==> config.mk <==
export PLATFORM = sky130hd
export DESIGN_NAME = canopen_lss_slave_frame_handler_core
export DESIGN_NICKNAME = d
export VERILOG_FILES = /design/src/rtl/core/lss_fh_pkg.sv /design/src/rtl/core/lss_fh_ident_regs.sv /design/src/rtl/core/lss_fh_decode.sv /design/src/rtl/core/canopen_lss_slave_frame_handler_core.sv
export VERILOG_INCLUDE_DIRS = /design/src /design/src/rtl/core
export SDC_FILE = /design/constraint.sdc
export NUM_CORES = 1
export LEC_CHECK = 0
export ABC_AREA = 1
export BUFFER_PORTS_ARGS = -buffer_cell sky130_fd_sc_hd__buf_2
export CAP_MARGIN = 0
export CORE_MARGIN = 3
export CORE_UTILIZATION = 45
export DETAILED_ROUTE_END_ITERATION = 6
export GPL_ROUTABILITY_DRIVEN = 0
export PLACE_DENSITY = 0.62
export SLEW_MARGIN = 10
export SYNTH_ARGS = -nofsm -noshare
export SYNTH_HDL_FRONTEND = slang
export SYNTH_SLANG_ARGS = --single-unit
==> constraint.sdc <==
create_clock -name clock -period 8 [get_ports clock]
set_clock_uncertainty 0.05 [all_clocks]
set_input_delay 0.4 -clock clock [delete_from_list [all_inputs] [get_ports clock]]
set_output_delay 0.4 -clock clock [all_outputs]
set_load 0.03 [all_outputs]
==> src/rtl/core/canopen_lss_slave_frame_handler_core_macros.svh <==
// Assertion macros shared by the LSS slave frame handler RTL.
// No dependencies; included by files that carry concurrent assertions.
`ifndef CANOPEN_LSS_SLAVE_FRAME_HANDLER_CORE_MACROS_SVH
`define CANOPEN_LSS_SLAVE_FRAME_HANDLER_CORE_MACROS_SVH

// Same-cycle implication, disabled during reset.
`define LSS_ASSERT_SAME(label, clk, rst, ante, cons, msg) \
   label: assert property (@(posedge clk) disable iff (rst) (ante) |-> (cons)) \
      else $error(msg);

// Next-cycle implication, disabled during reset.
`define LSS_ASSERT_NEXT(label, clk, rst, ante, cons, msg) \
   label: assert property (@(posedge clk) disable iff (rst) (ante) |=> (cons)) \
      else $error(msg);

`endif

==> src/rtl/core/lss_fh_pkg.sv <==
// Types and constants for the LSS slave frame handler.
// Used by every module of the block; depends on nothing.
package lss_fh_pkg;

   localparam logic [10:0] LSS_RX_ID    = 11'h7E5;
   localparam logic [3:0]  LSS_FRAME_LEN = 4'd8;

   localparam logic [7:0] CMD_SWITCH_GLOBAL = 8'd4;
   localparam logic [7:0] CMD_ID_VENDOR     = 8'd64;
   localparam logic [7:0] CMD_ID_PRODUCT    = 8'd65;
   localparam logic [7:0] CMD_ID_REVISION   = 8'd66;
   localparam logic [7:0] CMD_ID_SERIAL     = 8'd67;
   localparam logic [7:0] CMD_ID_REPLY      = 8'd68;
   localparam logic [7:0] CMD_CFG_NODE      = 8'd17;
   localparam logic [7:0] CMD_CFG_TIMING    = 8'd19;
   localparam logic [7:0] CMD_ACT_TIMING    = 8'd21;
   localparam logic [7:0] CMD_STORE         = 8'd23;

   localparam int unsigned CSR_INDEX_W = 2;
   localparam int unsigned CSR_DATA_W  = 32;

   localparam logic [CSR_INDEX_W-1:0] CSR_VENDOR   = 2'd0;
   localparam logic [CSR_INDEX_W-1:0] CSR_PRODUCT  = 2'd1;
   localparam logic [CSR_INDEX_W-1:0] CSR_REVISION = 2'd2;
   localparam logic [CSR_INDEX_W-1:0] CSR_SERIAL   = 2'd3;

   typedef enum logic [2:0] {
      NOTIFY_NONE     = 3'd0,
      NOTIFY_MODE     = 3'd1,
      NOTIFY_NODE_ID  = 3'd2,
      NOTIFY_TIMING   = 3'd3,
      NOTIFY_ACTIVATE = 3'd4,
      NOTIFY_STORE    = 3'd5
   } notify_kind_type;

   typedef struct packed {
      logic [10:0] frame_id;
      logic [3:0]  frame_length;
      logic [7:0]  command_byte;
      logic [31:0] argument_word;
      logic [7:0]  app_error_code;
      logic [7:0]  app_specific_error;
   } req_type;

   typedef struct packed {
      logic        response_valid;
      logic [7:0]  response_command;
      logic [7:0]  response_byte_one;
      logic [7:0]  response_byte_two;
      logic [2:0]  notify_kind;
      logic [15:0] notify_arg;
      logic [7:0]  mode_now;
      logic        accepted;
   } rsp_type;

   typedef struct packed {
      logic [31:0] vendor;
      logic [31:0] product;
      logic [31:0] revision;
      logic [31:0] serial;
   } ident_type;

   typedef struct packed {
      logic       mode_we;
      logic [7:0] mode_next;
   } mode_upd_type;

endpackage

==> src/rtl/core/lss_fh_ident_regs.sv <==
// Identity registers compared by the identify commands.
// Depends on lss_fh_pkg.
module lss_fh_ident_regs
   import lss_fh_pkg::*;
(
   input  logic                   clock,
   input  logic                   reset,
   input  logic                   csr_we,
   input  logic [CSR_INDEX_W-1:0] csr_index,
   input  logic [CSR_DATA_W-1:0]  csr_wdata,
   output ident_type              ident
);

   ident_type ident_ff, ident_in;

   always_comb begin
      ident_in = ident_ff;
      if (csr_we) begin
         unique case (csr_index)
            CSR_VENDOR:   ident_in.vendor   = csr_wdata;
            CSR_PRODUCT:  ident_in.product  = csr_wdata;
            CSR_REVISION: ident_in.revision = csr_wdata;
            CSR_SERIAL:   ident_in.serial   = csr_wdata;
            default:      ident_in = ident_ff;
         endcase
      end
   end

   always_ff @(posedge clock) begin
      if (reset) begin
         ident_ff <= '0;
      end else begin
         ident_ff <= ident_in;
      end
   end

   assign ident = ident_ff;

endmodule

==> src/rtl/core/lss_fh_decode.sv <==
// Command decode for one registered frame: builds the result and the mode update.
// Depends on lss_fh_pkg.
module lss_fh_decode
   import lss_fh_pkg::*;
(
   input  req_type      req,
   input  logic [7:0]   mode,
   input  ident_type    ident,
   output rsp_type      rsp,
   output mode_upd_type mode_upd
);

   logic       for_us;
   logic       id_match;
   logic [7:0] toggled;
   logic [7:0] b1;

   assign for_us  = (req.frame_id == LSS_RX_ID) && (req.frame_length == LSS_FRAME_LEN);
   assign toggled = (mode == 8'd0) ? 8'd1 : 8'd0;
   assign b1      = req.argument_word[7:0];

   always_comb begin
      unique case (req.command_byte)
         CMD_ID_VENDOR:   id_match = (req.argument_word == ident.vendor);
         CMD_ID_PRODUCT:  id_match = (req.argument_word == ident.product);
         CMD_ID_REVISION: id_match = (req.argument_word == ident.revision);
         CMD_ID_SERIAL:   id_match = (req.argument_word == ident.serial);
         default:         id_match = 1'b0;
      endcase
   end

   always_comb begin
      rsp                = '0;
      mode_upd.mode_we   = 1'b0;
      mode_upd.mode_next = mode;
      if (for_us) begin
         if (req.command_byte == CMD_SWITCH_GLOBAL) begin
            mode_upd.mode_we   = 1'b1;
            mode_upd.mode_next = b1;
            rsp.notify_kind    = NOTIFY_MODE;
            rsp.notify_arg     = {8'd0, b1};
            rsp.accepted       = 1'b1;
         end else if (id_match) begin
            // Each matching field flips the mode on its own.
            mode_upd.mode_we      = 1'b1;
            mode_upd.mode_next    = toggled;
            rsp.response_valid    = 1'b1;
            rsp.response_command  = CMD_ID_REPLY;
            rsp.response_byte_one = toggled;
            rsp.notify_kind       = NOTIFY_MODE;
            rsp.notify_arg        = {8'd0, toggled};
         end else begin
            case (req.command_byte)
               CMD_CFG_NODE, CMD_CFG_TIMING, CMD_ACT_TIMING, CMD_STORE: begin
                  rsp.response_valid    = 1'b1;
                  rsp.response_command  = req.command_byte;
                  rsp.response_byte_one = req.app_error_code;
                  rsp.response_byte_two = req.app_specific_error;
               end
               default: ;
            endcase
            case (req.command_byte)
               CMD_CFG_NODE: begin
                  rsp.notify_kind = NOTIFY_NODE_ID;
                  rsp.notify_arg  = {8'd0, b1};
               end
               CMD_CFG_TIMING: begin
                  rsp.notify_kind = NOTIFY_TIMING;
                  rsp.notify_arg  = req.argument_word[15:0];
               end
               CMD_ACT_TIMING: begin
                  rsp.notify_kind = NOTIFY_ACTIVATE;
                  rsp.notify_arg  = req.argument_word[15:0];
               end
               CMD_STORE: begin
                  rsp.notify_kind = NOTIFY_STORE;
               end
               default: ;
            endcase
         end
      end
      rsp.mode_now = mode_upd.mode_next;
   end

endmodule

==> src/rtl/core/canopen_lss_slave_frame_handler_core.sv <==
// Top level of the LSS slave frame handler: input register, decode, result register.
// Depends on lss_fh_pkg, lss_fh_ident_regs, lss_fh_decode and the assertion macros.
//
//   channel   direction  handshake             payload
//   req_      in         req_valid/req_stall   req_data   (received frame)
//   rsp_      out        rsp_valid/rsp_stall   rsp_data   (result of one frame)
//   csr_      in         csr_we                csr_index, csr_wdata
//
// A request is registered in the input stage, decoded and written to the result register
// as that register frees; one request is taken every cycle while the result is not stalled.
// The mode register is updated as a request moves into the result register.
// Synchronous reset clears the identity registers, the mode and both valid flags.
// A stalled result holds the input stage; req_stall rises only when both are full.
`include "canopen_lss_slave_frame_handler_core_macros.svh"

module canopen_lss_slave_frame_handler_core
   import lss_fh_pkg::*;
(
   input  logic                   clock,
   input  logic                   reset,
   input  logic                   req_valid,
   output logic                   req_stall,
   input  req_type                req_data,
   output logic                   rsp_valid,
   input  logic                   rsp_stall,
   output rsp_type                rsp_data,
   input  logic                   csr_we,
   input  logic [CSR_INDEX_W-1:0] csr_index,
   input  logic [CSR_DATA_W-1:0]  csr_wdata
);

   ident_type    ident;
   rsp_type      dec_rsp;
   mode_upd_type mode_upd;

   logic    s1_valid_ff, s1_valid_in;
   req_type s1_data_ff, s1_data_in;
   logic    rsp_valid_ff, rsp_valid_in;
   rsp_type rsp_data_ff, rsp_data_in;
   logic [7:0] mode_ff, mode_in;

   logic s1_moves;
   logic req_take;

   lss_fh_ident_regs u_ident (
      .clock     (clock),
      .reset     (reset),
      .csr_we    (csr_we),
      .csr_index (csr_index),
      .csr_wdata (csr_wdata),
      .ident     (ident)
   );

   lss_fh_decode u_decode (
      .req      (s1_data_ff),
      .mode     (mode_ff),
      .ident    (ident),
      .rsp      (dec_rsp),
      .mode_upd (mode_upd)
   );

   assign s1_moves  = s1_valid_ff && (!rsp_valid_ff || !rsp_stall);
   assign req_stall = s1_valid_ff && !s1_moves;
   assign req_take  = req_valid && !req_stall;

   always_comb begin
      s1_valid_in  = req_take || (s1_valid_ff && !s1_moves);
      s1_data_in   = req_take ? req_data : s1_data_ff;
      rsp_valid_in = s1_moves || (rsp_valid_ff && rsp_stall);
      rsp_data_in  = s1_moves ? dec_rsp : rsp_data_ff;
      mode_in      = (s1_moves && mode_upd.mode_we) ? mode_upd.mode_next : mode_ff;
   end

   always_ff @(posedge clock) begin
      if (reset) begin
         s1_valid_ff  <= 1'b0;
         rsp_valid_ff <= 1'b0;
         mode_ff      <= 8'd0;
      end else begin
         s1_valid_ff  <= s1_valid_in;
         rsp_valid_ff <= rsp_valid_in;
         mode_ff      <= mode_in;
      end
   end

   always_ff @(posedge clock) begin
      s1_data_ff  <= s1_data_in;
      rsp_data_ff <= rsp_data_in;
   end

   assign rsp_valid = rsp_valid_ff;
   assign rsp_data  = rsp_data_ff;

   `LSS_ASSERT_SAME(a_accept_no_reply, clock, reset, rsp_valid && rsp_data.accepted, !rsp_data.response_valid, "mode switch result carries a reply")
   `LSS_ASSERT_SAME(a_reply_notifies, clock, reset, rsp_valid && rsp_data.response_valid, rsp_data.notify_kind != NOTIFY_NONE, "reply without notification")
   `LSS_ASSERT_NEXT(a_mode_hold, clock, reset, !reset && !s1_moves, $stable(mode_ff), "mode changed with no request moving")

endmodule
* After elaboration in Yosys (flattened, before gate mapping) *
Index checks and enable logic that the tools add are counted.
W data, S select, Z words.

storage, ports and cells
  logic and storage cells = 80
  bits in registers = 262

cells by class
  bitwise gates (word level) = 2
  equal/unequal tests = 18
  reductions and logical operators = 24
  multiplexer cells = 12

operators by type and width
  kind                    number
  $eq A32 B32 Y1          4
  $mux W17                3
  $eq A8 B5 Y1 const B    4
  $eq A8 B7 Y1 const B    4
  $pmux W16 S2            1
  $mux W9                 3
  $mux W25                1
  $pmux W3 S4             1
  $eq A11 B11 Y1 const B  1
  $eq A8 B3 Y1 const B    1
  $logic_not A8 Y1        1
  $reduce_and A2 Y1       4
  $reduce_or A4 Y1        2
  $logic_and A1 B1 Y1     6
  $eq A2 B2 Y1 const B    2
  $eq A4 B4 Y1 const B    1
  $logic_not A1 Y1        4
  $pmux W1 S4             1
  $reduce_or A2 Y1        2
  $logic_or A1 B1 Y1      3
  $reduce_or A3 Y1        1
  $eq A2 B1 Y1 const B    1
  $logic_not A2 Y1        1
  $mux W1                 2
  $not A1 Y1              2

* Longest topological paths before layout *
  depth after elaboration = 8
  gate-level depth with buffers = 21
  mapped depth without buffers = 20

* By module *
Synthesis repeated with hierarchy kept, for this count alone.

second synthesis, totals
  cells, all modules = 1710
  area, all modules = 12578.3 um^2

by module, submodules not included
  module                                sequential area each (um^2)  instances  cells each  area each (um^2)
  lss_fh_ident_regs                     2562.5                       1          820         5305.1
  canopen_lss_slave_frame_handler_core  3923.8                       1          206         4257.8
  lss_fh_decode                         0.0                          1          684         3015.4

* Least setup slack after synthesis *
OpenSTA, ideal clock, no wires.

  kind = register to register
  start = reg rsp_valid_ff, in the netlist rsp_valid
  end = reg mode_ff[1]
  cell stages (with the launch flop) = 6
  data arrival time = 3828 ps
  period minus slack after synthesis = 3991 ps
  data required time = 7836 ps
  path slack = 4009 ps
  cell sequence = dfxtp_1 > a21oi_1 > nand3_4 > buf_6 > a21oi_1 > nor2_1

between the ends
  cells in the longest elaborated chain, start to end = 4

RTL lines
  what                      RTL line                                    RTL
  start: declaration        canopen_lss_slave_frame_handler_core.sv:38  logic rsp_valid_ff, rsp_valid_in;
  start signal: assignment  canopen_lss_slave_frame_handler_core.sv:81  rsp_valid_ff <= rsp_valid_in;
  $logic_not A1 Y1          canopen_lss_slave_frame_handler_core.sv:62  assign s1_moves = s1_valid_ff && (!rsp_valid_ff || !rsp_stall);
  $logic_or A1 B1 Y1        canopen_lss_slave_frame_handler_core.sv:62
  $logic_and A1 B1 Y1       canopen_lss_slave_frame_handler_core.sv:62
  named net s1_moves        canopen_lss_slave_frame_handler_core.sv:42  logic s1_moves;
  $logic_and A1 B1 Y1       canopen_lss_slave_frame_handler_core.sv:71  mode_in = (s1_moves && mode_upd.mode_we) ? mode_upd.mode_next : mode_ff;
  end signal: assignment    canopen_lss_slave_frame_handler_core.sv:82  mode_ff <= mode_in;
  end: declaration          canopen_lss_slave_frame_handler_core.sv:40  logic [7:0] mode_ff, mode_in;

The timed path passes the listed nets, and every way through them passes these cells.
A chain may end at the register's enable or synchronous reset.

* Worst setup path in the final report *
  start = reg s1_data_ff[55] (netlist bit)
  end = reg rsp_data_ff, in the netlist rsp_data[36], data pin

between the ends
  cells in the longest elaborated chain, start to end = 4
  elaborated cells on any way between the ends = 14
  classes of those cells = 9 x eq/ne; 3 x mux; 2 x reduce/logical

RTL lines
  what                      RTL line                                    RTL
  start: declaration        canopen_lss_slave_frame_handler_core.sv:37  req_type s1_data_ff, s1_data_in;
  start signal: assignment  canopen_lss_slave_frame_handler_core.sv:87  s1_data_ff <= s1_data_in;
  $eq A8 B5 Y1              lss_fh_decode.sv:53                         case (req.command_byte)
  $reduce_or A4 Y1          lss_fh_decode.sv:53
  $mux W25                  lss_fh_decode.sv:53
  $mux W17                  lss_fh_decode.sv:43                         end else if (id_match) begin
  end signal: assignment    canopen_lss_slave_frame_handler_core.sv:88  rsp_data_ff <= rsp_data_in;
  end: declaration          canopen_lss_slave_frame_handler_core.sv:39  rsp_type rsp_data_ff, rsp_data_in;

Several ways; a longest one is shown, not always the timed one.

==> reports/results.ini <==
[outcome]
status = completed

[power]
power.total_mw = 3.146
p_int_mw = 2.421
peakVddDrop_mv = 0.1992
power_density_mw_per_mm2 = 228.5
p_seq_share_pct = 47.6
power_leakage_nw = 5.908
clkPwrFrac_pct = 44.8
swShare_pct = 23.02
combPwrFrac_pct = 7.7
p_sw_mw = 0.7241

[worst_setup_path]
rr_worst_depth = 19
r2r_end = rsp_data[36]$_SDFFCE_PP0P_
cp_cell_sequence = inv_2 -> nand2_2 -> nor2_4 -> buf_4 -> nand2_4 -> nor2_1 -> nor2_1 -> nand2_1 -> nand2_1 -> nand2_1 -> nand3_1 -> nor2_1 -> nand3_1 -> o21bai_2 -> inv_1 -> nand2_2 -> inv_1 -> nand2_1 -> nand2_1
crit_arrival_ns = 4.29
critPathLaunch = s1_data_ff[55]$_DFFE_PP_
crit_path_frequent_cell = nand2_1
crit_fanout = 74
worstSetupPathType = reg2reg
cp.required_ns = 8.24
slowest_stage = buf_4
max_stage_delay_ns = 0.65
r2r_slack_ns = 3.95
worst_setup_path_start_kind = flop
reg2reg_from = s1_data_ff[55]$_DFFE_PP_
critPathCaptureType = flop

[grt]
track_usage_pct = 23.07
grt_pass1_vias = 8878
antenna_found_initial = 0
overflow = 0
grt_max_degree = 77
grt_pass1_wl_um = 48250

[run]
maxCapViolations = 0

[sta]
rsz0062_at_grt = no
finalCritPeriodShare_pct = 50.62
final.setup.tns_ns = 0
tightestPinTransition_ns = 0.9597
setup_slack_ns = 3.951
clock.fmax_mhz = 246.9
slew_violations = 0
finalHoldViolCount = 0
max-slew-margin-rel_pct = 35.87
setup_viol = 0
fin_crit_ns = 4.049

[die]
dieWidth_um = 162.6
ioPinCount = 165
coreArea_mm2 = 0.02375
die_y_um = 162.6
initial_core_util_pct = 46.44
rows = 56
dieArea_mm2 = 0.02643

[drt]
wl_per_cell_um = 16.80
drtIter0Drc = 739
drc = 0
num_vias = 9398
detail-route-antenna-nets = 0
viasPerCell = 5.099
wirelength_um = 30960
drtPass1Iterations = 5

[clock_tree]
clk_pin_slew_worst_paths_ns = 0.06
clock_latency_ns = 0.55
cts_made_buffers = 29
tritoncts = yes
clockBufferDepth = 3
htree_levels = 1
clkSinkCount = 262
clockRootBuffer = clkbuf_16

[synth]
synth_ff_type = dfxtp_1
synthesis.area_mm2 = 0.01103
ys_seq_area_share_pct = 58.80
synth_most_common_cell = nor2_1
yosys-top-cells-area = edfxtp_1 (34%), dfxtp_1 (25%), nor2_1 (8.7%)
synth_top_area_share_pct = 33.76
syn_inst = 1286
synth-edff-count = 124
synth_area_per_cell_um2 = 8.577
ys_seq_elements = 262
synth_top_cell_by_area = edfxtp_1
synthTopCellsByCount = nor2_1 (255), nand2_1 (225), dfxtp_1 (138), nand3_1 (132), edfxtp_1 (124)
async_flop_share_pct = 0
yosysWarnings = 0
yosysUniqueCellTypes = 35

[place]
place_ws_ns = 4.000
place_inst = 1717
io_buffers = 164
dpl.hpwl_um = 19120

[cells_and_area]
area_growth_pct = 24.80
drive_above_1_share_pct = 16.41
nFillCells = 2155
final_cell_count_no_fill = 1843
final_nets = 1610

[hold_path]
hold_path_class = in2reg
holdPathStages = 2
hp-start = req_valid
holdPathEnd = s1_valid_ff$_SDFF_PP0_

## cells in the final DEF (no fill, tap or decap), types with 2 or more instances in the layout
cell,instances
nor3_1,5
nand2_4,2
clkinv_2,5
dlygate4sd3_1,71
nand4_1,19
buf_4,11
nor2_4,4
buf_2,164
nor2_1,254
nor4_1,5
nand2_1,225
edfxtp_1,124
inv_2,12
dfxtp_1,138
a211oi_1,6
clkbuf_1,3
nand2_2,5
nand3_1,131
clkinv_1,7
inv_1,101
a21o_1,2
bufinv_16,6
o21ai_0,106
nand3b_1,5
nand3_2,3
a21oi_1,61
clkbuf_16,29
conb_1,3
## metal layers
metal | wire length [um] | part of all wire [%] | GRT usage [%] | up-vias
li1 | - | - | - | 4663
met1 | 13340 | 43 | 30.98 | 4382
met2 | 14870 | 48 | 39.23 | 302
met3 | 2093 | 6.8 | 3.688 | 51
met4 | 655 | 2.1 | 5.921 | 0
met5 | 0 | 0 | 0 | -
## repair_timing
action,4_1_cts,5_1_grt
buffers inserted,0,0
endpoints found under the hold margin,70,1
hold buffers,70,1
gates resized for setup,0,0
setup endpoints to repair,0,0
## cell type report
| type | count | area (um^2) | area share, % |
|---|---|---|---|
| Antenna cell | 1 | 2.502 | 0.01818 |
| Clock buffer | 33 | 750.7 | 5.454 |
| Clock inverter | 21 | 262.8 | 1.909 |
| Inverter | 114 | 429.2 | 3.118 |
| Multi-Input combinational cell | 847 | 3821 | 27.76 |
| Sequential cell | 262 | 6486 | 47.12 |
| Tap cell | 319 | 399.1 | 2.899 |
| Timing Repair Buffer | 246 | 1614 | 11.73 |
## worst max-delay path by stage
stage,endpoint,slack (ns),depth (start not counted)
detailed placement,rsp_data[36]$_SDFFCE_PP0P_,4.00,19
floorplan,mode_ff[1]$_SDFFE_PP0P_,4.01,5
CTS,rsp_data[36]$_SDFFCE_PP0P_,3.98,19
global route,rsp_data[36]$_SDFFCE_PP0P_,3.63,19
global placement,rsp_data[36]$_SDFFCE_PP0P_,4.10,19
finish,rsp_data[36]$_SDFFCE_PP0P_,3.95,19
## worst max-delay path: cells and delay by family (launching register included)
kind / cells / cell delay [ns]
AOI/OAI and AO/OA: 1 / 0.60
buffers and inverters: 4 / 0.94
DFF: 1 / 0.40
and+or+nand+nor: 14 / 1.77
## cells by family after synthesis
family                    after synthesis  synth area share, %
xor gates and xnor gates                2               0.1588
and+or+nand+nor                       660                25.47
AOI/OAI and AO/OA                     182                8.700
DFF                                   262                58.80
other                                   1              0.03400
buffers and inverters                 179                6.840
## power by group through the flow
| stage | Combinational (mW) | Sequential [mW] | Clock, mW |
|---|---|---|---|
| after CTS | 0.240 | 1.49 | 1.43 |
| after global placement | 0.209 | 1.52 | 0 |
| after floorplan | 0.117 | 1.53 | 0 |
| after detailed placement | 0.212 | 1.52 | 0 |
| final | 0.241 | 1.50 | 1.41 |
| after global routing | 0.267 | 1.50 | 1.49 |
## registers in the layout, summed over array words and instances (netlist names)
name           cells
s1_data_ff        71
u_ident.ident    128
mode_ff            8
rsp_valid          1
s1_valid_ff        1
rsp_data          53
## stage by stage
stage	cell area [um^2]	hold slack, ns	utilization (%)
finish	13770	0.03063	57.95
global route	13760	0.01767	57.94
CTS	13750	0.01122	57.90
detailed placement	12040	0.3941	50.68
global placement	12040	0.3920	50.68
floorplan	11040	0.3800	-
Note: power is estimated with default switching activity, not from simulation.
